### src/sv/pbsc_pkg.sv
`default_nettype none
package pbsc_pkg;

   localparam int OP_W     = 2;
   localparam int STATUS_W = 3;
   localparam int RAILS_W  = 2;
   localparam int COUNT_W  = 8;
   localparam int BEAT_W   = 2;

   localparam int TICKS_PER_SECOND_DEF   = 250;
   localparam int LONG_PRESS_SECONDS_DEF = 4;

   // Operation codes of an input beat.
   localparam logic [OP_W-1:0] OP_TICK   = 2'd0;
   localparam logic [OP_W-1:0] OP_BUTTON = 2'd1;
   localparam logic [OP_W-1:0] OP_BOOT   = 2'd2;

   // Power status codes.
   localparam logic [STATUS_W-1:0] ST_OFF        = 3'd0;
   localparam logic [STATUS_W-1:0] ST_ON         = 3'd1;
   localparam logic [STATUS_W-1:0] ST_STR        = 3'd2;
   localparam logic [STATUS_W-1:0] ST_STD        = 3'd3;
   localparam logic [STATUS_W-1:0] ST_STR_RESUME = 3'd4;
   localparam logic [STATUS_W-1:0] BLOCKED_NONE  = 3'd5;

   // Beat positions within a power-on sequence.
   localparam logic [BEAT_W-1:0] BEAT_RESET_LOW  = 2'd0;
   localparam logic [BEAT_W-1:0] BEAT_RESET_HIGH = 2'd1;
   localparam logic [BEAT_W-1:0] BEAT_FINAL      = 2'd2;

   typedef struct packed {
      logic [OP_W-1:0]     op;
      logic [STATUS_W-1:0] boot_status;
   } item_type;

   typedef struct packed {
      logic                pulse;
      logic [STATUS_W-1:0] old_status;
      logic [RAILS_W-1:0]  old_rails;
      logic [STATUS_W-1:0] new_status;
      logic [RAILS_W-1:0]  new_rails;
   } seq_desc_type;

   // Rail levels for a status: bit 0 is rail A, bit 1 is rail B.
   function automatic logic [RAILS_W-1:0] rails_for(input logic [STATUS_W-1:0] status);
      logic [RAILS_W-1:0] rails;
      case (status)
         ST_STR:        rails = 2'b01;
         ST_ON:         rails = 2'b11;
         ST_STR_RESUME: rails = 2'b11;
         default:       rails = 2'b00;
      endcase
      return rails;
   endfunction

endpackage
`default_nettype wire

### src/sv/pbsc_if.sv
`default_nettype none
interface pbsc_req_if;
   logic                          valid;
   logic                          ready;
   logic [pbsc_pkg::OP_W-1:0]     op;
   logic [pbsc_pkg::STATUS_W-1:0] boot_status;

   modport source(output valid, op, boot_status, input ready);
   modport sink(input valid, op, boot_status, output ready);
endinterface

interface pbsc_rsp_if;
   logic                          valid;
   logic                          ready;
   logic [pbsc_pkg::STATUS_W-1:0] status;
   logic                          rail_a;
   logic                          rail_b;
   logic                          reset_line;
   logic                          last;

   modport source(output valid, status, rail_a, rail_b, reset_line, last, input ready);
   modport sink(input valid, status, rail_a, rail_b, reset_line, last, output ready);
endinterface
`default_nettype wire

### src/sv/pbsc_in_stage.sv
`default_nettype none
module pbsc_in_stage (
   input  wire logic               clock,
   input  wire logic               reset,
   pbsc_req_if.sink                req_if,
   input  wire logic               take,
   output pbsc_pkg::item_type      item,
   output logic                    item_valid
);

   logic               valid_ff;
   logic               valid_in;
   pbsc_pkg::item_type item_ff;
   logic               accept;

   assign req_if.ready = !valid_ff || take;
   assign accept       = req_if.valid && req_if.ready;

   always_comb begin
      valid_in = valid_ff;
      if (accept) begin
         valid_in = 1'b1;
      end else if (take) begin
         valid_in = 1'b0;
      end
   end

   always_ff @(posedge clock) begin
      if (reset) begin
         valid_ff <= 1'b0;
      end else begin
         valid_ff <= valid_in;
      end
   end

   always_ff @(posedge clock) begin
      if (accept) begin
         item_ff.op          <= req_if.op;
         item_ff.boot_status <= req_if.boot_status;
      end
   end

   assign item       = item_ff;
   assign item_valid = valid_ff;

endmodule
`default_nettype wire

### src/sv/pbsc_core.sv
`default_nettype none
module pbsc_core #(
   parameter int TICKS_PER_SECOND   = pbsc_pkg::TICKS_PER_SECOND_DEF,
   parameter int LONG_PRESS_SECONDS = pbsc_pkg::LONG_PRESS_SECONDS_DEF
) (
   input  wire logic                          clock,
   input  wire logic                          reset,
   input  wire logic                          csr_we,
   input  wire logic [pbsc_pkg::STATUS_W-1:0] csr_wdata,
   input  wire pbsc_pkg::item_type            item,
   input  wire logic                          item_valid,
   input  wire logic                          seq_free,
   output logic                               take,
   output logic                               seq_load,
   output pbsc_pkg::seq_desc_type             seq_desc
);

   localparam logic [pbsc_pkg::COUNT_W-1:0] TICKS_C = pbsc_pkg::COUNT_W'(TICKS_PER_SECOND);
   localparam logic [pbsc_pkg::COUNT_W-1:0] HOLD_C  = pbsc_pkg::COUNT_W'(LONG_PRESS_SECONDS);

   logic [pbsc_pkg::STATUS_W-1:0] blocked_ff;
   logic [pbsc_pkg::COUNT_W-1:0]  tick_ff, tick_in;
   logic [pbsc_pkg::COUNT_W-1:0]  held_ff, held_in;
   logic                          down_ff, down_in;
   logic                          lpd_ff, lpd_in;
   logic [pbsc_pkg::STATUS_W-1:0] status_ff, status_in;
   logic [pbsc_pkg::RAILS_W-1:0]  rails_ff, rails_in;

   logic                          want_req;
   logic                          at_boot;
   logic [pbsc_pkg::STATUS_W-1:0] want;
   logic                          go;
   logic [pbsc_pkg::COUNT_W-1:0]  tick_inc;
   logic [pbsc_pkg::COUNT_W-1:0]  held_inc;

   assign tick_inc = tick_ff + 1'b1;
   assign held_inc = held_ff + 1'b1;

   // Decide what the item asks for and the counter and flag updates.
   always_comb begin
      tick_in  = tick_ff;
      held_in  = held_ff;
      down_in  = down_ff;
      lpd_in   = lpd_ff;
      want_req = 1'b0;
      at_boot  = 1'b0;
      want     = pbsc_pkg::ST_OFF;
      case (item.op)
         pbsc_pkg::OP_TICK: begin
            tick_in = tick_inc;
            if (down_ff && tick_inc == TICKS_C) begin
               tick_in = '0;
               held_in = held_inc;
               if (held_inc == HOLD_C && status_ff != pbsc_pkg::ST_OFF) begin
                  lpd_in   = 1'b1;
                  want_req = 1'b1;
                  want     = pbsc_pkg::ST_OFF;
               end
            end
         end
         pbsc_pkg::OP_BUTTON: begin
            if (!down_ff) begin
               tick_in = '0;
               held_in = '0;
               down_in = 1'b1;
            end else begin
               down_in = 1'b0;
               held_in = '0;
               case (status_ff)
                  pbsc_pkg::ST_OFF: begin
                     if (!lpd_ff) begin
                        want_req = 1'b1;
                        want     = pbsc_pkg::ST_ON;
                     end else begin
                        lpd_in = 1'b0;
                     end
                  end
                  pbsc_pkg::ST_STR: begin
                     want_req = 1'b1;
                     want     = pbsc_pkg::ST_STR_RESUME;
                  end
                  pbsc_pkg::ST_STD: begin
                     want_req = 1'b1;
                     want     = pbsc_pkg::ST_ON;
                  end
                  default: begin
                     want_req = 1'b0;
                  end
               endcase
            end
         end
         pbsc_pkg::OP_BOOT: begin
            if (item.boot_status <= pbsc_pkg::ST_STR_RESUME) begin
               want_req = 1'b1;
               at_boot  = 1'b1;
               want     = item.boot_status;
            end
         end
         default: begin
            want_req = 1'b0;
         end
      endcase
   end

   // Outside boot, a request for the present or the blocked status is dropped.
   assign go = want_req && (at_boot || !(want == status_ff || want == blocked_ff));

   assign take     = item_valid && (!go || seq_free);
   assign seq_load = take && go;

   assign status_in = go ? want : status_ff;
   assign rails_in  = go ? pbsc_pkg::rails_for(want) : rails_ff;

   assign seq_desc.pulse      = (want == pbsc_pkg::ST_ON);
   assign seq_desc.old_status = status_ff;
   assign seq_desc.old_rails  = rails_ff;
   assign seq_desc.new_status = want;
   assign seq_desc.new_rails  = pbsc_pkg::rails_for(want);

   always_ff @(posedge clock) begin
      if (reset) begin
         blocked_ff <= pbsc_pkg::BLOCKED_NONE;
         tick_ff    <= '0;
         held_ff    <= '0;
         down_ff    <= 1'b0;
         lpd_ff     <= 1'b0;
         status_ff  <= pbsc_pkg::ST_OFF;
         rails_ff   <= '0;
      end else begin
         if (csr_we) begin
            blocked_ff <= csr_wdata;
         end
         if (take) begin
            tick_ff   <= tick_in;
            held_ff   <= held_in;
            down_ff   <= down_in;
            lpd_ff    <= lpd_in;
            status_ff <= status_in;
            rails_ff  <= rails_in;
         end
      end
   end

endmodule
`default_nettype wire

### src/sv/pbsc_out_seq.sv
`default_nettype none
module pbsc_out_seq (
   input  wire logic                  clock,
   input  wire logic                  reset,
   input  wire logic                  seq_load,
   input  wire pbsc_pkg::seq_desc_type seq_desc,
   output logic                       seq_free,
   pbsc_rsp_if.source                 rsp_if
);

   logic                          valid_ff, valid_in;
   logic [pbsc_pkg::BEAT_W-1:0]   beat_ff, beat_in;
   pbsc_pkg::seq_desc_type        desc_ff;
   logic                          final_beat;
   logic                          fire;
   logic                          use_old;

   assign final_beat = !desc_ff.pulse || (beat_ff == pbsc_pkg::BEAT_FINAL);
   assign fire       = valid_ff && rsp_if.ready;
   assign seq_free   = !valid_ff || (fire && final_beat);

   always_comb begin
      valid_in = valid_ff;
      beat_in  = beat_ff;
      if (seq_load) begin
         valid_in = 1'b1;
         beat_in  = pbsc_pkg::BEAT_RESET_LOW;
      end else if (fire) begin
         if (final_beat) begin
            valid_in = 1'b0;
         end else begin
            beat_in = beat_ff + 1'b1;
         end
      end
   end

   always_ff @(posedge clock) begin
      if (reset) begin
         valid_ff <= 1'b0;
         beat_ff  <= pbsc_pkg::BEAT_RESET_LOW;
      end else begin
         valid_ff <= valid_in;
         beat_ff  <= beat_in;
      end
   end

   always_ff @(posedge clock) begin
      if (seq_load) begin
         desc_ff <= seq_desc;
      end
   end

   // The reset pulse beats still show the status and rails from before power-on.
   assign use_old = desc_ff.pulse && (beat_ff != pbsc_pkg::BEAT_FINAL);

   assign rsp_if.valid      = valid_ff;
   assign rsp_if.status     = use_old ? desc_ff.old_status : desc_ff.new_status;
   assign rsp_if.rail_a     = use_old ? desc_ff.old_rails[0] : desc_ff.new_rails[0];
   assign rsp_if.rail_b     = use_old ? desc_ff.old_rails[1] : desc_ff.new_rails[1];
   assign rsp_if.reset_line = !(desc_ff.pulse && beat_ff == pbsc_pkg::BEAT_RESET_LOW);
   assign rsp_if.last       = final_beat;

endmodule
`default_nettype wire

### src/sv/power_button_state_controller_top.sv
// Channel  Direction  Payload                                      Beat taken when
// req_if   in         op, boot_status                              valid && ready
// rsp_if   out        status, rail_a, rail_b, reset_line, last     valid && ready
// csr      in         csr_wdata (blocked status)                   csr_we
//
// An input beat is registered, then decided against the held state; a new beat can
// enter every cycle unless results back up, and results drain at one beat per cycle
// while ready. An item gives zero, one or three result beats; power-on gives three,
// which holds back the input if later items also give results. Synchronous active-high
// reset clears the state to power off with both rails low. A stalled result holds its
// beat; the input stage accepts only when it is empty or its item moves on.
`default_nettype none
module power_button_state_controller_top #(
   parameter int TICKS_PER_SECOND   = pbsc_pkg::TICKS_PER_SECOND_DEF,
   parameter int LONG_PRESS_SECONDS = pbsc_pkg::LONG_PRESS_SECONDS_DEF
) (
   input  wire logic                          clock,
   input  wire logic                          reset,
   pbsc_req_if.sink                           req_if,
   pbsc_rsp_if.source                         rsp_if,
   input  wire logic                          csr_we,
   input  wire logic [pbsc_pkg::STATUS_W-1:0] csr_wdata
);

   pbsc_pkg::item_type     item;
   logic                   item_valid;
   logic                   take;
   logic                   seq_free;
   logic                   seq_load;
   pbsc_pkg::seq_desc_type seq_desc;

   pbsc_in_stage u_in (
      .clock      (clock),
      .reset      (reset),
      .req_if     (req_if),
      .take       (take),
      .item       (item),
      .item_valid (item_valid)
   );

   pbsc_core #(
      .TICKS_PER_SECOND   (TICKS_PER_SECOND),
      .LONG_PRESS_SECONDS (LONG_PRESS_SECONDS)
   ) u_core (
      .clock      (clock),
      .reset      (reset),
      .csr_we     (csr_we),
      .csr_wdata  (csr_wdata),
      .item       (item),
      .item_valid (item_valid),
      .seq_free   (seq_free),
      .take       (take),
      .seq_load   (seq_load),
      .seq_desc   (seq_desc)
   );

   pbsc_out_seq u_out (
      .clock    (clock),
      .reset    (reset),
      .seq_load (seq_load),
      .seq_desc (seq_desc),
      .seq_free (seq_free),
      .rsp_if   (rsp_if)
   );

endmodule
`default_nettype wire

### src/flat_wrapper.sv
// flat-port wrapper written by rule: the top's interface ports become plain ports
module power_button_state_controller_top_flat 
#(
   parameter int TICKS_PER_SECOND   = pbsc_pkg::TICKS_PER_SECOND_DEF,
   parameter int LONG_PRESS_SECONDS = pbsc_pkg::LONG_PRESS_SECONDS_DEF
)
  (clock, reset, csr_we, csr_wdata, req_if_valid, req_if_op, req_if_boot_status, req_if_ready, rsp_if_valid, rsp_if_status, rsp_if_rail_a, rsp_if_rail_b, rsp_if_reset_line, rsp_if_last, rsp_if_ready);
  pbsc_req_if req_if_i ();
  pbsc_rsp_if rsp_if_i ();
  input  wire logic clock;
  input  wire logic reset;
  input  wire logic csr_we;
  input  wire logic [pbsc_pkg::STATUS_W-1:0] csr_wdata;
  input wire logic [$bits(req_if_i.valid)-1:0] req_if_valid;
  input wire logic [$bits(req_if_i.op)-1:0] req_if_op;
  input wire logic [$bits(req_if_i.boot_status)-1:0] req_if_boot_status;
  output wire logic [$bits(req_if_i.ready)-1:0] req_if_ready;
  output wire logic [$bits(rsp_if_i.valid)-1:0] rsp_if_valid;
  output wire logic [$bits(rsp_if_i.status)-1:0] rsp_if_status;
  output wire logic [$bits(rsp_if_i.rail_a)-1:0] rsp_if_rail_a;
  output wire logic [$bits(rsp_if_i.rail_b)-1:0] rsp_if_rail_b;
  output wire logic [$bits(rsp_if_i.reset_line)-1:0] rsp_if_reset_line;
  output wire logic [$bits(rsp_if_i.last)-1:0] rsp_if_last;
  input wire logic [$bits(rsp_if_i.ready)-1:0] rsp_if_ready;
  assign req_if_i.valid = req_if_valid;
  assign req_if_i.op = req_if_op;
  assign req_if_i.boot_status = req_if_boot_status;
  assign req_if_ready = req_if_i.ready;
  assign rsp_if_valid = rsp_if_i.valid;
  assign rsp_if_status = rsp_if_i.status;
  assign rsp_if_rail_a = rsp_if_i.rail_a;
  assign rsp_if_rail_b = rsp_if_i.rail_b;
  assign rsp_if_reset_line = rsp_if_i.reset_line;
  assign rsp_if_last = rsp_if_i.last;
  assign rsp_if_i.ready = rsp_if_ready;
  power_button_state_controller_top #(.TICKS_PER_SECOND(TICKS_PER_SECOND), .LONG_PRESS_SECONDS(LONG_PRESS_SECONDS)) u_core (.clock(clock), .reset(reset), .req_if(req_if_i), .rsp_if(rsp_if_i), .csr_we(csr_we), .csr_wdata(csr_wdata));
endmodule
### config.mk
export PLATFORM = sky130hd
export DESIGN_NAME = power_button_state_controller_top_flat
export DESIGN_NICKNAME = d
export VERILOG_FILES = /design/src/sv/pbsc_pkg.sv /design/src/sv/pbsc_if.sv /design/src/sv/pbsc_in_stage.sv /design/src/sv/pbsc_core.sv /design/src/sv/pbsc_out_seq.sv /design/src/sv/power_button_state_controller_top.sv /design/src/flat_wrapper.sv
export SDC_FILE = /design/constraint.sdc
export NUM_CORES = 1
export LEC_CHECK = 0
export BUFFER_PORTS_ARGS = -buffer_cell sky130_fd_sc_hd__buf_2
export CORE_ASPECT_RATIO = 2
export CORE_MARGIN = 8
export CORE_UTILIZATION = 30
export CTS_BUF_LIST = sky130_fd_sc_hd__clkbuf_4 sky130_fd_sc_hd__clkbuf_8 sky130_fd_sc_hd__clkbuf_16
export DETAILED_ROUTE_END_ITERATION = 6
export SETUP_SLACK_MARGIN = 0.3
export SLEW_MARGIN = 20
export SYNTH_ARGS = -nofsm -noshare
export SYNTH_HDL_FRONTEND = slang
export SYNTH_SLANG_ARGS = --single-unit
### constraint.sdc
create_clock -name clock -period 7.9 [get_ports clock]
set_input_delay 1.975 -clock clock [delete_from_list [all_inputs] [get_ports clock]]
set_output_delay 1.975 -clock clock [all_outputs]
set_load 0.1 [all_outputs]
; After elaboration in Yosys (flattened, before gate mapping)
; Index checks and enable logic that the tools add are counted.
[word_totals]
regBits = 46
latchBits = 0
ramBits = 0
romBits = 0
output_inout_bits = 9
mem_count = 0
[classes]
addsub = 3
multipliers = 0
div_mod_pow = 0
order_cmp = 1
eq_ne = 18
shift = 0
mux = 33
n_bitwise = 1
n_reduce_logical = 40
[ops]
columns = operator, n
row1 = $pmux W8 S2, 2
row2 = $mux W8, 3
row3 = $mux W1, 19
row4 = $add A8 B1 Y8 const B, 2
row5 = $ne A2 B2 Y1 const B, 6
row6 = $logic_and A1 B1 Y1, 10
row7 = $eq A3 B2 Y1 const B, 3
row8 = $mux W3, 3
row9 = $pmux W3 S3, 1
row10 = $eq A8 B3 Y1 const B, 1
row11 = $eq A8 B8 Y1 const B, 1
row12 = $reduce_and A2 Y1, 4
row13 = $reduce_bool A2 Y1, 4
row14 = $eq A3 B3 Y1, 2
row15 = $logic_not A1 Y1, 6
row16 = $logic_or A1 B1 Y1, 6
row17 = $pmux W3 S2, 1
row18 = $reduce_and A3 Y1, 2
row19 = $reduce_and A6 Y1, 1
row20 = $reduce_or A2 Y1, 3
row21 = $eq A2 B2 Y1 const B, 2
row22 = $logic_not A2 Y1, 2
row23 = $pmux W1 S2, 2
row24 = $pmux W2 S2, 1
row25 = other kinds (9), 9

; Longest topological paths before layout
[logic_depth]
ltp_word = 15
mapped_depth = 12
ltp_nobuf = 10

; By module
; Synthesis repeated with hierarchy kept, for this count alone.
[unflattened]
cells_unflattened = 269
area_unflattened_um2 = 2665.1
[by_module_without_submodules]
columns = module, instances, cells_per_inst, area_per_inst_um2, seq_area_each_um2
row1 = pbsc_core, 1, 222, 1848.0, 520.5
row2 = pbsc_out_seq, 1, 37, 611.8, 390.4
row3 = pbsc_in_stage, 1, 10, 205.2, 170.2

; Least setup slack after synthesis
; No wires, ideal clock.
[synth_timing]
kind = flip-flop to output port
from = register u_core.u_in.item_ff (netlist bit u_core.u_in.item[4])
to = output port req_if_ready
t_arrival_ns = 2.866
required_time_ns = 5.925
path_slack_ns = 3.059
stages_incl_launch_ff = 10
n_path_buf = 0
cell_sequence = edfxtp_1 -> inv_1 -> ha_1 -> nand2_4 -> o32ai_4 -> mux2_2 -> a22oi_1 -> o32ai_4 -> or4b_1 -> or2_4
[synth_between]
elab_chain_cells = 11
word_cells_on_any_way = 16
cone_classes = eq/ne (4) / mux (3) / reduce/logical (9)
[synth_rtl]
columns = element, line_no
row1 = "start, declared", pbsc_in_stage.sv:13  ; pbsc_pkg::item_type item_ff;
row2 = $eq A2 B2 Y1 or $eq A2 B1 Y1 (tied branches), pbsc_core.sv:48  ; case (item.op)
row3 = $pmux W3 S2, pbsc_core.sv:48
row4 = $eq A3 B3 Y1, pbsc_core.sv:106  ; assign go = want_req && (at_boot || !(want == status_ff || want == blocked_ff));
row5 = $logic_or A1 B1 Y1, pbsc_core.sv:106
row6 = $logic_not A1 Y1, pbsc_core.sv:106
row7 = $logic_or A1 B1 Y1, pbsc_core.sv:106
row8 = $logic_and A1 B1 Y1 (*), pbsc_core.sv:106
row9 = $logic_not A1 Y1 (*), pbsc_core.sv:108  ; assign take = item_valid && (!go || seq_free);
row10 = $logic_or A1 B1 Y1 (*), pbsc_core.sv:108
row11 = $logic_and A1 B1 Y1 (*), pbsc_core.sv:108
row12 = $logic_or A1 B1 Y1 (*), pbsc_in_stage.sv:16  ; assign req_if.ready = !valid_ff || take;
row13 = "end, declared", flat_wrapper.sv:17  ; output wire logic [$bits(req_if_i.ready)-1:0] req_if_ready;
; Mark *: on every way between the ends. The rest lies on a longest branch, timed or not.

; Worst setup path after layout
; Ends and elaborated chain as after synthesis.

==> results.sh <==
export IMPL_post_cts_buffers=0
export IMPL_gp_congestion=0.850
export IMPL_required_ps=5930
export IMPL_synth_fp_nets=320
export IMPL_rrSetupSlack_ps=4160
export IMPL_insertion_delay_ps=290
export IMPL_detailed_place_area_um2=2900
export IMPL_synth_edf_count=16
export IMPL_cp_startpoint="u_core.u_in.item[4]"
export IMPL_die_height_um=150
export IMPL_wl_per_cell_um=13.9
export IMPL_syn_avg_cell_area_um2=9.12
export IMPL_grt_remaining_overflow=0
export IMPL_leakage_uw=0.00115
export IMPL_clkSinkCount=46
export IMPL_power_uw=504
export IMPL_die_x_um=83.2
export IMPL_yosysWarnings=0
export IMPL_grt_busiest_layer="met2"
export IMPL_timing_critical_path_from_type="register"
export IMPL_use_met1_pct=9.59
export IMPL_final_area_um2=3050
export IMPL_cts_buffers=5
export IMPL_peakVddDrop_mv=0.120
export IMPL_min_path_cells=0
export IMPL_critPathCaptureType="primary output"
export IMPL_post_route_min_period_ps=5820
export IMPL_syn2layout_area_growth_pct=12.7
export IMPL_fin_setup_tns_ps=0
export IMPL_clockRootBuffer="clkbuf_16"
export IMPL_timing_final_crit_share_pct=73.7
export IMPL_crit_fanout=14
export IMPL_sw_frac_of_total_pct=24.5
export IMPL_p_per_area_nw_per_um2=165
export IMPL_rr_worst_depth=10
export IMPL_antenna_left=0
export IMPL_grt_use_total_pct=9.46
export IMPL_status="finished, final reports clean"
export IMPL_fin_skew_ps=3.52
export IMPL_slew_violations=0
export IMPL_clock_power_share_pct=42.5
export IMPL_critPathKind="reg -> out"
export IMPL_n_antenna_cell=0
export IMPL_setup_viol=0
export IMPL_clockBufferDepth=2
export IMPL_cts_tree="done"
export IMPL_initial_core_util_pct=30.5
export IMPL_viasPerCell=5.19
export IMPL_drive_gt1_share_pct=13.9
export IMPL_intPower_uw=381
export IMPL_syn_area_um2=2710
export IMPL_h_tree_depth=2
export IMPL_grt_pass1_vias=2119
export IMPL_routed_wl_mm=5.84
export IMPL_postCtsResizedCells=0
export IMPL_yosys_register_bits=46
export IMPL_synthFlopType="dfxtp_1"
export IMPL_critPathCapture="req_if_ready"
export IMPL_grt_max_degree=34
export IMPL_firstDrtPassIters=4
export IMPL_max_freq_ghz=0.172
export IMPL_rsz0062_at_grt="no"
export IMPL_ys_seq_area_share_pct=39.9
export IMPL_netlist_cell_type_count=64
export IMPL_ctsHoldBuffers=0
export IMPL_coreArea_um2=8890
export IMPL_hp_class="reg -> reg"
export IMPL_clk_pin_slew_ps=70
export IMPL_async_reset_ff_share_pct=0
export IMPL_port_buffers=21
export IMPL_crit_arrival_ps=3850
export IMPL_pwr_share_comb_pct=7.6
export IMPL_antenna_found_initial=0
export IMPL_rows=49
export IMPL_p_seq_share_pct=49.8
export IMPL_hold_viol=0
export IMPL_die_area_um2=12500
export IMPL_r2r_end="u_core.u_in.item[2]"
export IMPL_grt_util_met2_pct=17.4
export IMPL_drt_iter0_drc=123
export IMPL_cap_violations=0
export IMPL_vias=2174
export IMPL_io_pin_count=22
export IMPL_slew_headroom_pct=45.2
export IMPL_nets=339
export IMPL_grt_util_met3_pct=1.52
export IMPL_dp_hpwl_mm=4.36
export IMPL_power_switching_uw=123
export IMPL_r2r_start="u_core.u_in.item[4]"
export IMPL_whs_ps=431
export IMPL_grt_pass1_wl_mm=9.79
export IMPL_synthCells=297
export IMPL_drc_errors=0
export IMPL_tightestPinTransition_ps=819
## cells in the mapped netlist (all sizes together), types with 9 or more instances
library cell | count | area, um2
inv | 17 | 63.8
nor3 | 9 | 61.3
edfxtp | 16 | 480
nor2 | 19 | 71.3
o21ai | 14 | 70.1
dfxtp | 30 | 601
ha | 10 | 125
a21oi | 10 | 53.8
nand2 | 46 | 180
mux2i | 10 | 100
## area by class of cell
type                            count  area [um2]
Clock buffer                        5         125
Inverter                           17        63.8
Timing Repair Buffer               21         105
Tap cell                          102         128
Multi-Input combinational cell    225        1530
Fill cell                         905        5840
Sequential cell                    46        1080
Clock inverter                      3        23.8
## power groups by stage
stage                     sequential, uW  clock, uW  combinational [uW]
after floorplan                      256          0                28.1
after global placement               256          0                37.6
after detailed placement             257          0                38.8
after CTS                            251        221                39.0
after global routing                 252        229                42.6
final                                251        214                38.5
## stage by stage
| stage | util [%] | worst slack, ps | instances |
|---|---|---|---|
| finish | 34.3 | 2080 | 419 |
| global route | 34.3 | 1880 | 419 |
| CTS | 34.3 | 2040 | 419 |
| detailed placement | 32.7 | 2380 | 411 |
| global placement | 32.6 | 2470 | 411 |
| floorplan | - | 3060 | 297 |
## logic make-up (layout without fill, tap and decap cells)
family / after synthesis / count (layout) / synth area share [%]
AO/OA/AOI/OAI: 57 / 57 / 16.1
XOR/XNOR: 10 / 10 / 3.51
adder cells (fa/ha/maj): 10 / 10 / 4.62
buffers and inverters: 26 / 46 / 4.11
flip-flops: 46 / 46 / 39.9
multiplexers: 12 / 12 / 4.52
AND/OR/NAND/NOR: 136 / 136 / 27.2
## worst min path at each step
stage / startpoint / end
global placement: u_core.u_core.rails_ff[1] / u_core.u_out.desc_ff[6]
floorplan: u_core.u_core.rails_ff[0] / u_core.u_out.desc_ff[5]
CTS: u_core.u_core.rails_ff[1] / u_core.u_out.desc_ff[6]
detailed placement: u_core.u_core.rails_ff[1] / u_core.u_out.desc_ff[6]
global route: u_core.u_core.rails_ff[1] / u_core.u_out.desc_ff[6]
finish: u_core.u_core.rails_ff[1] / u_core.u_out.desc_ff[6]
## sequential cells by signal, indices dropped and copies added, names as in the netlist
signal                     cells
u_core.u_core.blocked_ff       3
u_core.u_core.down_ff          1
u_core.u_core.held_ff          8
u_core.u_core.lpd_ff           1
u_core.u_core.rails_ff         2
u_core.u_core.status_ff        3
u_core.u_core.tick_ff          8
u_core.u_in.item               5
u_core.u_in.item_valid         1
u_core.u_out.beat_ff           2
u_core.u_out.desc_ff          11
u_core.u_out.rsp_if.valid      1
## worst max-delay path: stages (launching register included)
cell,delay (ps)
edfxtp_1,420
inv_1,100
ha_1,540
nand2_4,120
o32ai_4,410
mux2_2,380
a22oi_1,270
o32ai_4,190
or4b_1,560
or2_4,270
buf_2,290
## layer usage
| layer | part of all wire [%] | up-vias | wire length, um |
|---|---|---|---|
| li1 | - | 1112 | - |
| met1 | 42 | 1019 | 2450 |
| met2 | 53 | 30 | 3100 |
| met3 | 1.9 | 13 | 110 |
| met4 | 3.1 | 0 | 179 |
| met5 | 0 | - | 0 |
## cell usage in the layout (no fill, tap or decap), types with 3 or more instances in the layout
cell / instances
nand2_1: 45
dfxtp_1: 30
buf_2: 21
nor2_1: 19
inv_1: 17
edfxtp_1: 16
o21ai_0: 14
mux2i_1: 10
ha_1: 10
a21oi_1: 9
nand2b_1: 8
nand3_1: 8
nor3_1: 7
nand4_1: 6
nor2b_1: 6
o32ai_1: 6
xnor2_1: 5
clkbuf_16: 5
or3_1: 4
and3_1: 4
xor2_1: 4
a211o_1: 3
nand3b_1: 3
nor3b_1: 3
a211oi_1: 3
o31ai_1: 3
and2_1: 3
or4_1: 3
(Power assumes the default switching activity.)
